[src/hdl/vlr_pkg.sv]
// Package for the 3D voxel line rasterizer.
// Shared types and fixed constants; no dependencies.
package vlr_pkg;

    // Fixed field widths
    localparam int GRID_W     = 7;
    localparam int SITE_W     = 32;
    localparam int CFG_ADDR_W = 2;

    localparam logic [GRID_W-1:0] GRID_RESET = 7'd64;

    // Configuration register indexes
    typedef enum logic [CFG_ADDR_W-1:0] {
        CFG_GRID_X    = 2'd0,
        CFG_GRID_Y    = 2'd1,
        CFG_GRID_Z    = 2'd2,
        CFG_SITE_BASE = 2'd3
    } cfg_idx_t;

    // Walk axis codes
    typedef enum logic [1:0] {
        AXIS_X = 2'd0,
        AXIS_Y = 2'd1,
        AXIS_Z = 2'd2
    } axis_t;

    // Controller states
    typedef enum logic {
        ST_IDLE = 1'b0,
        ST_WALK = 1'b1
    } state_t;

    // Controller to walker commands
    typedef struct packed {
        logic load;   // capture endpoints, set up deltas
        logic emit;   // push current point, then step unless at the end
    } walk_cmd_t;

    // Walker to controller status
    typedef struct packed {
        logic last;   // current point is the end point
    } walk_sts_t;

endpackage

[src/hdl/voxel_line_rasterizer_3d.sv]
// Top level of the 3D voxel line rasterizer.
// Depends on vlr_pkg, vlr_ctrl, vlr_walk and vlr_index.
//
// Usage:
//   Input channel (in_valid/in_ready) takes one endpoint pair per item.
//   Output channel (out_valid/out_ready) gives one item per visited voxel,
//   start point first, with last set on the end point. A line whose largest
//   absolute delta is D gives D+1 items.
//   Config port: cfg_we/cfg_addr/cfg_wdata writes grid sizes and site base;
//   write only while no line is in flight.
// Timing:
//   The walker emits one point per cycle while the index pipeline can take
//   it, so a line holds the input side through a setup step, then D+1 steps;
//   in_ready is high only while the walker is idle. Results pass through the
//   two-stage index pipeline (multiply, then sum).
//   A new line is accepted while the previous line's last points still drain.
// Reset:
//   Grid sizes return to 64, site base to 0, all valid flags clear.
// Stall:
//   When out_ready is low the pipeline fills and the walker pauses; nothing
//   is dropped and results stay in order.
module voxel_line_rasterizer_3d #(
    parameter int COORD_BITS = 6
) (
    input  logic                           clk,
    input  logic                           rst_n,
    input  logic                           cfg_we,
    input  logic [vlr_pkg::CFG_ADDR_W-1:0] cfg_addr,
    input  logic [vlr_pkg::SITE_W-1:0]     cfg_wdata,
    input  logic                           in_valid,
    output logic                           in_ready,
    input  logic [COORD_BITS-1:0]          start_x,
    input  logic [COORD_BITS-1:0]          start_y,
    input  logic [COORD_BITS-1:0]          start_z,
    input  logic [COORD_BITS-1:0]          end_x,
    input  logic [COORD_BITS-1:0]          end_y,
    input  logic [COORD_BITS-1:0]          end_z,
    output logic                           out_valid,
    input  logic                           out_ready,
    output logic [COORD_BITS-1:0]          voxel_x,
    output logic [COORD_BITS-1:0]          voxel_y,
    output logic [COORD_BITS-1:0]          voxel_z,
    output logic                           inside_grid,
    output logic [vlr_pkg::SITE_W-1:0]     site_index,
    output logic                           last
);
    import vlr_pkg::*;

    walk_cmd_t             cmd;
    walk_sts_t             sts;
    logic                  push_ready;
    logic [COORD_BITS-1:0] pt_x, pt_y, pt_z;

    // Sequencer
    vlr_ctrl u_ctrl (
        .clk        (clk),
        .rst_n      (rst_n),
        .in_valid   (in_valid),
        .in_ready   (in_ready),
        .emit_ready (push_ready),
        .sts        (sts),
        .cmd        (cmd)
    );

    // Line walker
    vlr_walk #(
        .COORD_BITS (COORD_BITS)
    ) u_walk (
        .clk     (clk),
        .start_x (start_x),
        .start_y (start_y),
        .start_z (start_z),
        .end_x   (end_x),
        .end_y   (end_y),
        .end_z   (end_z),
        .cmd     (cmd),
        .sts     (sts),
        .pt_x    (pt_x),
        .pt_y    (pt_y),
        .pt_z    (pt_z)
    );

    // Site index pipeline and output register
    vlr_index #(
        .COORD_BITS (COORD_BITS)
    ) u_index (
        .clk         (clk),
        .rst_n       (rst_n),
        .cfg_we      (cfg_we),
        .cfg_addr    (cfg_addr),
        .cfg_wdata   (cfg_wdata),
        .push        (cmd.emit),
        .push_last   (sts.last),
        .pt_x        (pt_x),
        .pt_y        (pt_y),
        .pt_z        (pt_z),
        .push_ready  (push_ready),
        .out_valid   (out_valid),
        .out_ready   (out_ready),
        .voxel_x     (voxel_x),
        .voxel_y     (voxel_y),
        .voxel_z     (voxel_z),
        .inside_grid (inside_grid),
        .site_index  (site_index),
        .last        (last)
    );

endmodule

[src/hdl/vlr_ctrl.sv]
// Controller for the voxel line rasterizer: idle/walk state machine.
// Depends on vlr_pkg.
module vlr_ctrl (
    input  logic               clk,
    input  logic               rst_n,
    input  logic               in_valid,
    output logic               in_ready,
    input  logic               emit_ready,
    input  vlr_pkg::walk_sts_t sts,
    output vlr_pkg::walk_cmd_t cmd
);
    import vlr_pkg::*;

    state_t state_reg;
    state_t state_next;

    // State register
    always_ff @(posedge clk or negedge rst_n)
    begin
        if (!rst_n)
        begin
            state_reg <= ST_IDLE;
        end
        else
        begin
            state_reg <= state_next;
        end
    end

    // Next state and commands
    always_comb
    begin
        state_next = state_reg;
        in_ready   = 1'b0;
        cmd        = '0;
        unique case (state_reg)
            ST_IDLE:
            begin
                in_ready = 1'b1;
                if (in_valid)
                begin
                    cmd.load   = 1'b1;
                    state_next = ST_WALK;
                end
            end
            ST_WALK:
            begin
                if (emit_ready)
                begin
                    cmd.emit = 1'b1;
                    if (sts.last)
                    begin
                        state_next = ST_IDLE;
                    end
                end
            end
        endcase
    end

endmodule

[src/hdl/vlr_walk.sv]
// Walker datapath: endpoint setup and one Bresenham step per emitted point but the last.
// Depends on vlr_pkg.
module vlr_walk #(
    parameter int COORD_BITS = 6
) (
    input  logic                  clk,
    input  logic [COORD_BITS-1:0] start_x,
    input  logic [COORD_BITS-1:0] start_y,
    input  logic [COORD_BITS-1:0] start_z,
    input  logic [COORD_BITS-1:0] end_x,
    input  logic [COORD_BITS-1:0] end_y,
    input  logic [COORD_BITS-1:0] end_z,
    input  vlr_pkg::walk_cmd_t    cmd,
    output vlr_pkg::walk_sts_t    sts,
    output logic [COORD_BITS-1:0] pt_x,
    output logic [COORD_BITS-1:0] pt_y,
    output logic [COORD_BITS-1:0] pt_z
);
    import vlr_pkg::*;

    localparam int CB = COORD_BITS;

    logic [2:0][CB-1:0] pos_reg, pos_next;
    logic [2:0][CB-1:0] err_reg, err_next;
    logic [2:0][CB-1:0] abs_reg, abs_next;
    logic [2:0]         sign_reg, sign_next;
    axis_t              major_reg, major_next;
    logic [CB-1:0]      dmaj_reg, dmaj_next;
    logic [CB-1:0]      steps_reg, steps_next;

    logic [2:0][CB-1:0] s_pt;
    logic [2:0][CB-1:0] e_pt;
    logic [2:0][CB-1:0] ld_abs;
    logic [2:0]         ld_sign;
    axis_t              ld_major;
    logic [2:0][CB:0]   acc_sum;
    logic               do_step;

    assign s_pt = {start_z, start_y, start_x};
    assign e_pt = {end_z, end_y, end_x};

    // Setup: absolute deltas, directions and major axis (ties to lower axis)
    always_comb
    begin
        for (int i = 0; i < 3; i++)
        begin
            ld_sign[i] = e_pt[i] < s_pt[i];
            ld_abs[i]  = ld_sign[i] ? (s_pt[i] - e_pt[i]) : (e_pt[i] - s_pt[i]);
        end
        ld_major = (ld_abs[1] > ld_abs[0]) ? AXIS_Y : AXIS_X;
        if (ld_abs[2] > ld_abs[ld_major])
        begin
            ld_major = AXIS_Z;
        end
    end

    assign do_step = cmd.emit && (steps_reg != '0);

    // Load or step
    always_comb
    begin
        pos_next   = pos_reg;
        err_next   = err_reg;
        abs_next   = abs_reg;
        sign_next  = sign_reg;
        major_next = major_reg;
        dmaj_next  = dmaj_reg;
        steps_next = steps_reg;
        for (int i = 0; i < 3; i++)
        begin
            acc_sum[i] = {1'b0, err_reg[i]} + {1'b0, abs_reg[i]};
        end
        priority if (cmd.load)
        begin
            pos_next   = s_pt;
            err_next   = '0;
            abs_next   = ld_abs;
            sign_next  = ld_sign;
            major_next = ld_major;
            dmaj_next  = ld_abs[ld_major];
            steps_next = ld_abs[ld_major];
        end
        else if (do_step)
        begin
            steps_next = steps_reg - CB'(1);
            for (int i = 0; i < 3; i++)
            begin
                if (major_reg == axis_t'(2'(i)))
                begin
                    pos_next[i] = pos_reg[i] + (sign_reg[i] ? '1 : CB'(1));
                end
                else if (acc_sum[i] >= {1'b0, dmaj_reg})
                begin
                    err_next[i] = CB'(acc_sum[i] - {1'b0, dmaj_reg});
                    pos_next[i] = pos_reg[i] + (sign_reg[i] ? '1 : CB'(1));
                end
                else
                begin
                    err_next[i] = acc_sum[i][CB-1:0];
                end
            end
        end
    end

    // Walk registers
    always_ff @(posedge clk)
    begin
        pos_reg   <= pos_next;
        err_reg   <= err_next;
        abs_reg   <= abs_next;
        sign_reg  <= sign_next;
        major_reg <= major_next;
        dmaj_reg  <= dmaj_next;
        steps_reg <= steps_next;
    end

    assign sts.last = (steps_reg == '0);
    assign pt_x     = pos_reg[0];
    assign pt_y     = pos_reg[1];
    assign pt_z     = pos_reg[2];

endmodule

[src/hdl/vlr_index.sv]
// Index pipeline: grid registers, in-grid test, linear site index, output register.
// Depends on vlr_pkg.
module vlr_index #(
    parameter int COORD_BITS = 6
) (
    input  logic                              clk,
    input  logic                              rst_n,
    input  logic                              cfg_we,
    input  logic [vlr_pkg::CFG_ADDR_W-1:0]    cfg_addr,
    input  logic [vlr_pkg::SITE_W-1:0]        cfg_wdata,
    input  logic                              push,
    input  logic                              push_last,
    input  logic [COORD_BITS-1:0]             pt_x,
    input  logic [COORD_BITS-1:0]             pt_y,
    input  logic [COORD_BITS-1:0]             pt_z,
    output logic                              push_ready,
    output logic                              out_valid,
    input  logic                              out_ready,
    output logic [COORD_BITS-1:0]             voxel_x,
    output logic [COORD_BITS-1:0]             voxel_y,
    output logic [COORD_BITS-1:0]             voxel_z,
    output logic                              inside_grid,
    output logic [vlr_pkg::SITE_W-1:0]        site_index,
    output logic                              last
);
    import vlr_pkg::*;

    localparam int CB    = COORD_BITS;
    localparam int CMP_W = CB + GRID_W;
    localparam int PY_W  = GRID_W + CB;
    localparam int XY_W  = 2 * GRID_W;
    localparam int PZ_W  = XY_W + CB;

    logic [GRID_W-1:0] gx_reg, gy_reg, gz_reg;
    logic [SITE_W-1:0] base_reg;
    logic [XY_W-1:0]   xy_reg;

    logic              s1_valid_reg;
    logic [CB-1:0]     s1_x_reg, s1_y_reg, s1_z_reg;
    logic              s1_in_reg, s1_last_reg;
    logic [SITE_W-1:0] s1_bx_reg;
    logic [PY_W-1:0]   s1_py_reg;
    logic [PZ_W-1:0]   s1_pz_reg;

    logic              out_valid_reg;
    logic [CB-1:0]     out_x_reg, out_y_reg, out_z_reg;
    logic              out_in_reg, out_last_reg;
    logic [SITE_W-1:0] out_idx_reg;

    logic              adv;
    logic              pt_in;
    logic [SITE_W-1:0] idx_sum;

    // Configuration registers
    always_ff @(posedge clk or negedge rst_n)
    begin
        if (!rst_n)
        begin
            gx_reg   <= GRID_RESET;
            gy_reg   <= GRID_RESET;
            gz_reg   <= GRID_RESET;
            base_reg <= '0;
        end
        else if (cfg_we)
        begin
            unique case (cfg_idx_t'(cfg_addr))
                CFG_GRID_X:    gx_reg   <= cfg_wdata[GRID_W-1:0];
                CFG_GRID_Y:    gy_reg   <= cfg_wdata[GRID_W-1:0];
                CFG_GRID_Z:    gz_reg   <= cfg_wdata[GRID_W-1:0];
                CFG_SITE_BASE: base_reg <= cfg_wdata;
            endcase
        end
    end

    // Plane size X*Y, registered; settles before the first point of a line
    always_ff @(posedge clk)
    begin
        xy_reg <= XY_W'(gx_reg) * XY_W'(gy_reg);
    end

    // Stall control: output register frees when empty or taken
    assign adv        = !out_valid_reg || out_ready;
    assign push_ready = !s1_valid_reg || adv;

    always_ff @(posedge clk or negedge rst_n)
    begin
        if (!rst_n)
        begin
            s1_valid_reg  <= 1'b0;
            out_valid_reg <= 1'b0;
        end
        else
        begin
            if (push)
            begin
                s1_valid_reg <= 1'b1;
            end
            else if (adv)
            begin
                s1_valid_reg <= 1'b0;
            end
            if (adv)
            begin
                out_valid_reg <= s1_valid_reg;
            end
        end
    end

    assign pt_in = (CMP_W'(pt_x) < CMP_W'(gx_reg)) && (CMP_W'(pt_y) < CMP_W'(gy_reg))
                && (CMP_W'(pt_z) < CMP_W'(gz_reg));

    // Stage 1: in-grid test and partial products
    always_ff @(posedge clk)
    begin
        if (push)
        begin
            s1_x_reg    <= pt_x;
            s1_y_reg    <= pt_y;
            s1_z_reg    <= pt_z;
            s1_in_reg   <= pt_in;
            s1_last_reg <= push_last;
            s1_bx_reg   <= base_reg + SITE_W'(pt_x);
            s1_py_reg   <= PY_W'(gx_reg) * PY_W'(pt_y);
            s1_pz_reg   <= PZ_W'(xy_reg) * PZ_W'(pt_z);
        end
    end

    // Stage 2: final sum, zero outside the grid
    assign idx_sum = s1_bx_reg + SITE_W'(s1_py_reg) + SITE_W'(s1_pz_reg);

    always_ff @(posedge clk)
    begin
        if (adv)
        begin
            out_x_reg    <= s1_x_reg;
            out_y_reg    <= s1_y_reg;
            out_z_reg    <= s1_z_reg;
            out_in_reg   <= s1_in_reg;
            out_last_reg <= s1_last_reg;
            out_idx_reg  <= s1_in_reg ? idx_sum : '0;
        end
    end

    assign out_valid   = out_valid_reg;
    assign voxel_x     = out_x_reg;
    assign voxel_y     = out_y_reg;
    assign voxel_z     = out_z_reg;
    assign inside_grid = out_in_reg;
    assign site_index  = out_idx_reg;
    assign last        = out_last_reg;

endmodule

[config.mk]
export PLATFORM = sky130hd
export DESIGN_NAME = voxel_line_rasterizer_3d
export DESIGN_NICKNAME = d
export VERILOG_FILES = /design/src/hdl/vlr_pkg.sv /design/src/hdl/voxel_line_rasterizer_3d.sv /design/src/hdl/vlr_ctrl.sv /design/src/hdl/vlr_walk.sv /design/src/hdl/vlr_index.sv
export SDC_FILE = /design/constraint.sdc
export NUM_CORES = 1
export LEC_CHECK = 0
export ABC_AREA = 1
export ABC_CLOCK_PERIOD_IN_PS = 12550
export BUFFER_PORTS_ARGS = -buffer_cell sky130_fd_sc_hd__buf_2
export CAP_MARGIN = 15
export CORE_MARGIN = 2
export CORE_UTILIZATION = 50
export DETAILED_ROUTE_END_ITERATION = 8
export PLACE_DENSITY = 0.77
export SKIP_LAST_GASP = 1
export SLEW_MARGIN = 30
export SYNTH_ARGS = -nofsm -noshare
export SYNTH_HDL_FRONTEND = slang
export SYNTH_SLANG_ARGS = --single-unit
[constraint.sdc]
create_clock -name clk -period 12.55 [get_ports clk]
set_input_delay 1.255 -clock clk [delete_from_list [all_inputs] [get_ports clk]]
set_output_delay 1.255 -clock clk [all_outputs]
set_load 0.02 [all_outputs]
### Word level (Yosys, flattened, before mapping)

Index checks and enable logic that the tools add are counted.

* $add $sub $neg: 19
* multiply operators: 3
* order comparisons: 13
* equality and inequality tests: 5
* multiplexer cells: 35
* bitwise gates (word level): 4
* reduce and logical (&&, ||, !) cells: 26

Operator list (count)
* 6-bit two-way mux: 19
* 6-bit subtractor: 9
* 18-bit two-way mux: 2
* 32-bit by 13-bit adder with 32-bit output: 1
* 32-bit by 20-bit adder with 32-bit output: 1
* 32-bit by 6-bit adder with 32-bit output: 1
* 6-bit binary-select mux with 2-bit select: 2
* 6-bit by 6-bit adder with 7-bit output: 3
* 7-bit by 6-bit >= comparator with 1-bit output: 3
* 6-bit by 7-bit less-than comparator with 1-bit output: 3
* 14-bit by 6-bit multiplier with 20-bit output: 1
* 2-bit AND reduction: 10
* 6-bit adder: 3
* 6-bit less-than comparator: 3
* 7-bit by 7-bit multiplier with 14-bit output: 1
* 7-bit by 6-bit multiplier with 13-bit output: 1
* 6-bit > comparator: 2
* 1-bit two-way mux: 10
* 3-bit nonzero test: 3
* 2-bit == test, second input constant: 3
* 6-bit zero test: 1
* 2-bit by 3-bit less-than comparator with 1-bit output, second input constant: 2
* 6-bit nonzero test: 1
* 6-bit by 1-bit subtractor with 6-bit output, second input constant: 1
* other kinds (9): 19

* register bits after elaboration: 278
* input port bits: 75
* word-level logic and storage cells: 140

### Logic depth before layout (Yosys ltp)

* word-level depth: 11
* mapped depth: 32
* mapped depth without buffers: 30

### Hierarchy

A second synthesis with hierarchy kept.

* cells, all modules: 2777
* area total of the unflattened synthesis: 22876.9 µm²

Modules (own cells, without submodules)
* vlr_index: instances 1, cells each 1888, area an instance 15942.8 µm², seq. area each 5774.3 µm²
* vlr_walk: instances 1, cells each 880, area an instance 6876.6 µm², seq. area each 1951.9 µm²
* vlr_ctrl: instances 1, cells each 9, area an instance 57.6 µm², seq. area each 25.0 µm²

### Least setup slack after synthesis

OpenSTA, ideal clock, no wires.

* path type: input port to flip-flop
* start: in end_x[0]
* end: reg u_walk.steps_reg[0], data pin
* data arrival time: 4.711 ns
* data required time: 12.281 ns
* path slack: 7.569 ns
* stages: 29
* buffers on the path: 1
* cell sequence: inv_1 -> ha_1 -> inv_1 -> fa_1 -> nand3_1 -> nand2_2 -> a21oi_4 -> nand2_1 -> nand2_2 -> inv_1 -> ha_1 -> nand2_1 -> nor2_1 -> o21ai_0 -> nand3_1 -> nand2_1 -> clkbuf_8 -> inv_1 -> nand2_1 -> and2_1 -> ha_1 -> nand2_1 -> nor2_1 -> o21ai_1 -> o211ai_1 -> nand2_1 -> clkinv_1 -> o21ai_1 -> o21ai_0

RTL lines
* from (decl): RTL line voxel_line_rasterizer_3d.sv:35 `input logic [COORD_BITS-1:0] end_x,`
* to (signal assigned): RTL line vlr_walk.sv:114 `steps_reg <= steps_next;`
* to (decl): RTL line vlr_walk.sv:29 `logic [CB-1:0] steps_reg, steps_next;`

==> results.tsv <==
stage	metric	value	unit
synth	synth_top_family_by_area	adder cells	
placed_design	dpl-instance-area	23100	um2
placed_design	gp_congestion	0.954	
synth	synth_nets	2942	
clock_tree	cts.repair.resized	0	
synth	syn_avg_cell_area	8.71	um2
cells_and_area	nNetsFinal	3062	
sta	hold_violations	0	
detailed_routing	vias	17200	
synth	synthMuxAreaShare	0.719	%
detailed_routing	drtIter0Drc	1250	
detailed_routing	first_pass_iters	5	
synth	syn-cell-area	21900	um2
global_routing	grt.total_usage	24.0	%
global_routing	grt_pass1_wl	86300	um
synth	ys_ff_latch	278	
placed_design	io_buffers	128	
detailed_routing	wl_per_cell	16.6	um
clock_tree	numClockSinks	278	
power	p_leak	12.3	nW
power	clkPwrFrac	13.0	%
power	switching_share	48.4	%
power	p_total	7.03	mW
synth	ys_types	57	
cells_and_area	utilization	56.0	%
setup_path	cpMostUsedCell	nand2_1	
clock_tree	cts_max_path_buffers	3	
sta	tightestPinTransition	932	ps
floorplanning	die_h	213	um
power	p_comb_share	61.8	%
clock_tree	cts_tree	done	
sta	setup_viol	0	
setup_path	cpPeakStageDelay	410	ps
cells_and_area	fin_area	24200	um2
sta	period_share	41.1	%
floorplanning	core_area	43200	um2
floorplanning	dieArea	45600	um2
setup_path	arrival	5480	ps
synth	synth_simple_gate_area_share	17.9	%
floorplanning	die_x	213	um
power	powerDensity	291	nW/um2
detailed_routing	routed_via_density	5.31	
floorplanning	ios	129	
global_routing	overflow	0	
setup_path	cp_slowest_cell	fa_1	
power	ir_worst_vdd	200	uV
sta	fin_tns_setup	0	ps
synth	yosysWarnings	0	
detailed_routing	post-route-drc-count	0	
clock_tree	cts_hold_buf	0	
setup_path	critical_path.endpoint_type	flip-flop	
sta	skew	16.1	ps
detailed_routing	postRouteAntennaNets	0	
clock_tree	numCtsBuffers	31	
global_routing	grt_pass1_vias	17100	
floorplanning	num_rows	76	
global_routing	grt_max_degree	83	
setup_path	critPathKind	in -> reg	
clock_tree	clock_latency	580	ps
cells_and_area	syn2layout_area_growth	10.3	%
power	p_seq_share	25.2	%
setup_path	cp-start-kind	input pin	
detailed_routing	totalWireLength	54000	um
setup_path	required	12870	ps
job	drv_cap	0	
power	p_int	3.62	mW
setup_path	cp_max_fo	11	
sta	grt_setup_unrepaired	false	
run_status	status	completed	
sta	fmax	0.194	GHz
floorplanning	start_util	50.8	%
sta	final_max_slew_viol_count	0	
synth	synth_fa_ha_area_share	24.1	%
placed_design	post-place-cells	3191	
global_routing	antenna_found_initial	2	
power	p_switching	3.40	mW
sta	min_period	5160	ps
clock_tree	cts.clk_slew.worst_paths	70	ps
placed_design	hpwl	42400	um
sta	slew_headroom	37.9	%
clock_tree	post_cts_buffers	0	
synth	synth_compound_area_share	8.79	%
cells_and_area	antenna_cells	0	
cells_and_area	post_layout_nonfiller_instances	3249	
clock_tree	htreeDepth	1	
synth	synth_xor_area_share	4.63	%
synth	ys_seq_area_share	35.3	%
cells_and_area	drive_gt1_share	9.87	%
synth	netlist_instances	2519	
clock_tree	cts_root_buf	clkbuf_16	
hold_path	hp-class	reg -> reg	
## path summary, 6_finish.rpt
check,startpoint,slack (ps),cells past startpoint,end
max,end_x[0],7390,29,u_walk.steps_reg[0]
min,u_index.s1_z_reg[5],410,0,u_index.voxel_z[5]
max reg2reg,u_index.gx_reg[0],8160,13,u_index.xy_reg[10]
min reg2reg,u_index.s1_z_reg[5],410,0,u_index.voxel_z[5]
max in group asynchronous,rst_n,11150,2,u_index.base_reg[29]
min in group asynchronous,rst_n,840,2,u_index.gz_reg[0]
## final cells by class
class,instances,area (um2)
tap,585,732
clock buffer,48,952
sequential,278,7750
clock inverter,10,80.1
fill,3860,19000
timing repair buffer,135,697
multi-input combinational,1753,12300
inverter,440,1650
## placed cells by master, fill, tap and decap left out, types with 9 or more instances in the layout
| cell type | n |
|---|---|
| a21o_1 | 9 |
| a21oi_1 | 146 |
| a31oi_1 | 10 |
| buf_2 | 128 |
| clkbuf_16 | 33 |
| dfrtp_1 | 53 |
| dfxtp_1 | 32 |
| edfxtp_1 | 190 |
| fa_1 | 124 |
| ha_1 | 224 |
| inv_1 | 432 |
| mux2_2 | 14 |
| nand2_1 | 587 |
| nand2_2 | 18 |
| nand3_1 | 127 |
| nand4_1 | 23 |
| nor2_1 | 134 |
| nor3_1 | 17 |
| o21ai_0 | 104 |
| o21bai_1 | 16 |
| xnor2_1 | 30 |
| xor2_1 | 86 |
## critical path: cells and delay by family
kind,cells,cell delay [ps]
adders and majority gates,4,1110
buffers and inverters,6,760
and+or+nand+nor,13,1490
AOI/OAI and AO/OA,6,850
## routing by layer
metal  GRT usage, %  wire length (um)  vias up
met4           7.14              1560        4
met3           4.06              3590      108
li1               -                 -     8369
met2           41.4             25700      554
met5              0                27        -
met1           31.1             23100     8202
## through the flow
stage | setup WS [ps] | hold slack, ps
floorplan | 7570 | 400
global placement | 6850 | 401
detailed placement | 6770 | 405
CTS | 7370 | 410
global route | 6940 | 431
finish | 7390 | 410
## cell usage after synthesis (all sizes together)
| master | n | area share, % |
|---|---|---|
| o22ai | 6 | 0.17 |
| xor2 | 86 | 3.4 |
| o211ai | 5 | 0.17 |
| nor2 | 139 | 2.5 |
| a21oi | 156 | 3.8 |
| edfxtp | 190 | 26 |
| a221oi | 2 | 0.080 |
| a31oi | 10 | 0.29 |
| dfstp | 3 | 0.36 |
| nor3b | 2 | 0.068 |
| clkinv | 2 | 0.034 |
| a22oi | 1 | 0.034 |
| fa | 124 | 11 |
| or2 | 7 | 0.20 |
| dfrtp | 53 | 6.0 |
| and2 | 8 | 0.23 |
| nor4 | 5 | 0.14 |
| o21a | 8 | 0.27 |
| clkbuf | 37 | 0.68 |
| nand2 | 606 | 11 |
| o21bai | 16 | 0.55 |
| o2111ai | 1 | 0.040 |
| mux2 | 14 | 0.72 |
| ha | 224 | 13 |
| a21boi | 5 | 0.22 |
| nor3 | 18 | 0.43 |
| xnor2 | 30 | 1.2 |
| o31ai | 1 | 0.034 |
| nand3 | 130 | 3.0 |
| nand4 | 23 | 0.66 |
| buf | 11 | 0.34 |
| nor4b | 1 | 0.040 |
| inv | 438 | 7.5 |
| a21o | 10 | 0.35 |
| dfxtp | 32 | 2.9 |
| o21ai | 115 | 2.8 |
## power groups by stage
stage / clock network, mW / logic, mW / registers, mW
final: 0.913 / 4.34 / 1.77
after global routing: 0.961 / 4.97 / 1.81
after CTS: 0.930 / 4.34 / 1.77
after detailed placement: 0 / 4.30 / 1.78
after global placement: 0 / 4.18 / 1.78
after floorplan: 0 / 3.31 / 1.68
## logic make-up (layout without fill, tap and decap cells)
group	count (synthesis)	in the layout
AOI/OAI and AO/OA	336	336
xor gates and xnor gates	116	116
adders and majority gates	348	348
buffers and inverters	488	633
DFF	278	278
muxes	14	14
and+or+nand+nor	939	939
Note: power is estimated with default switching activity, not from simulation.
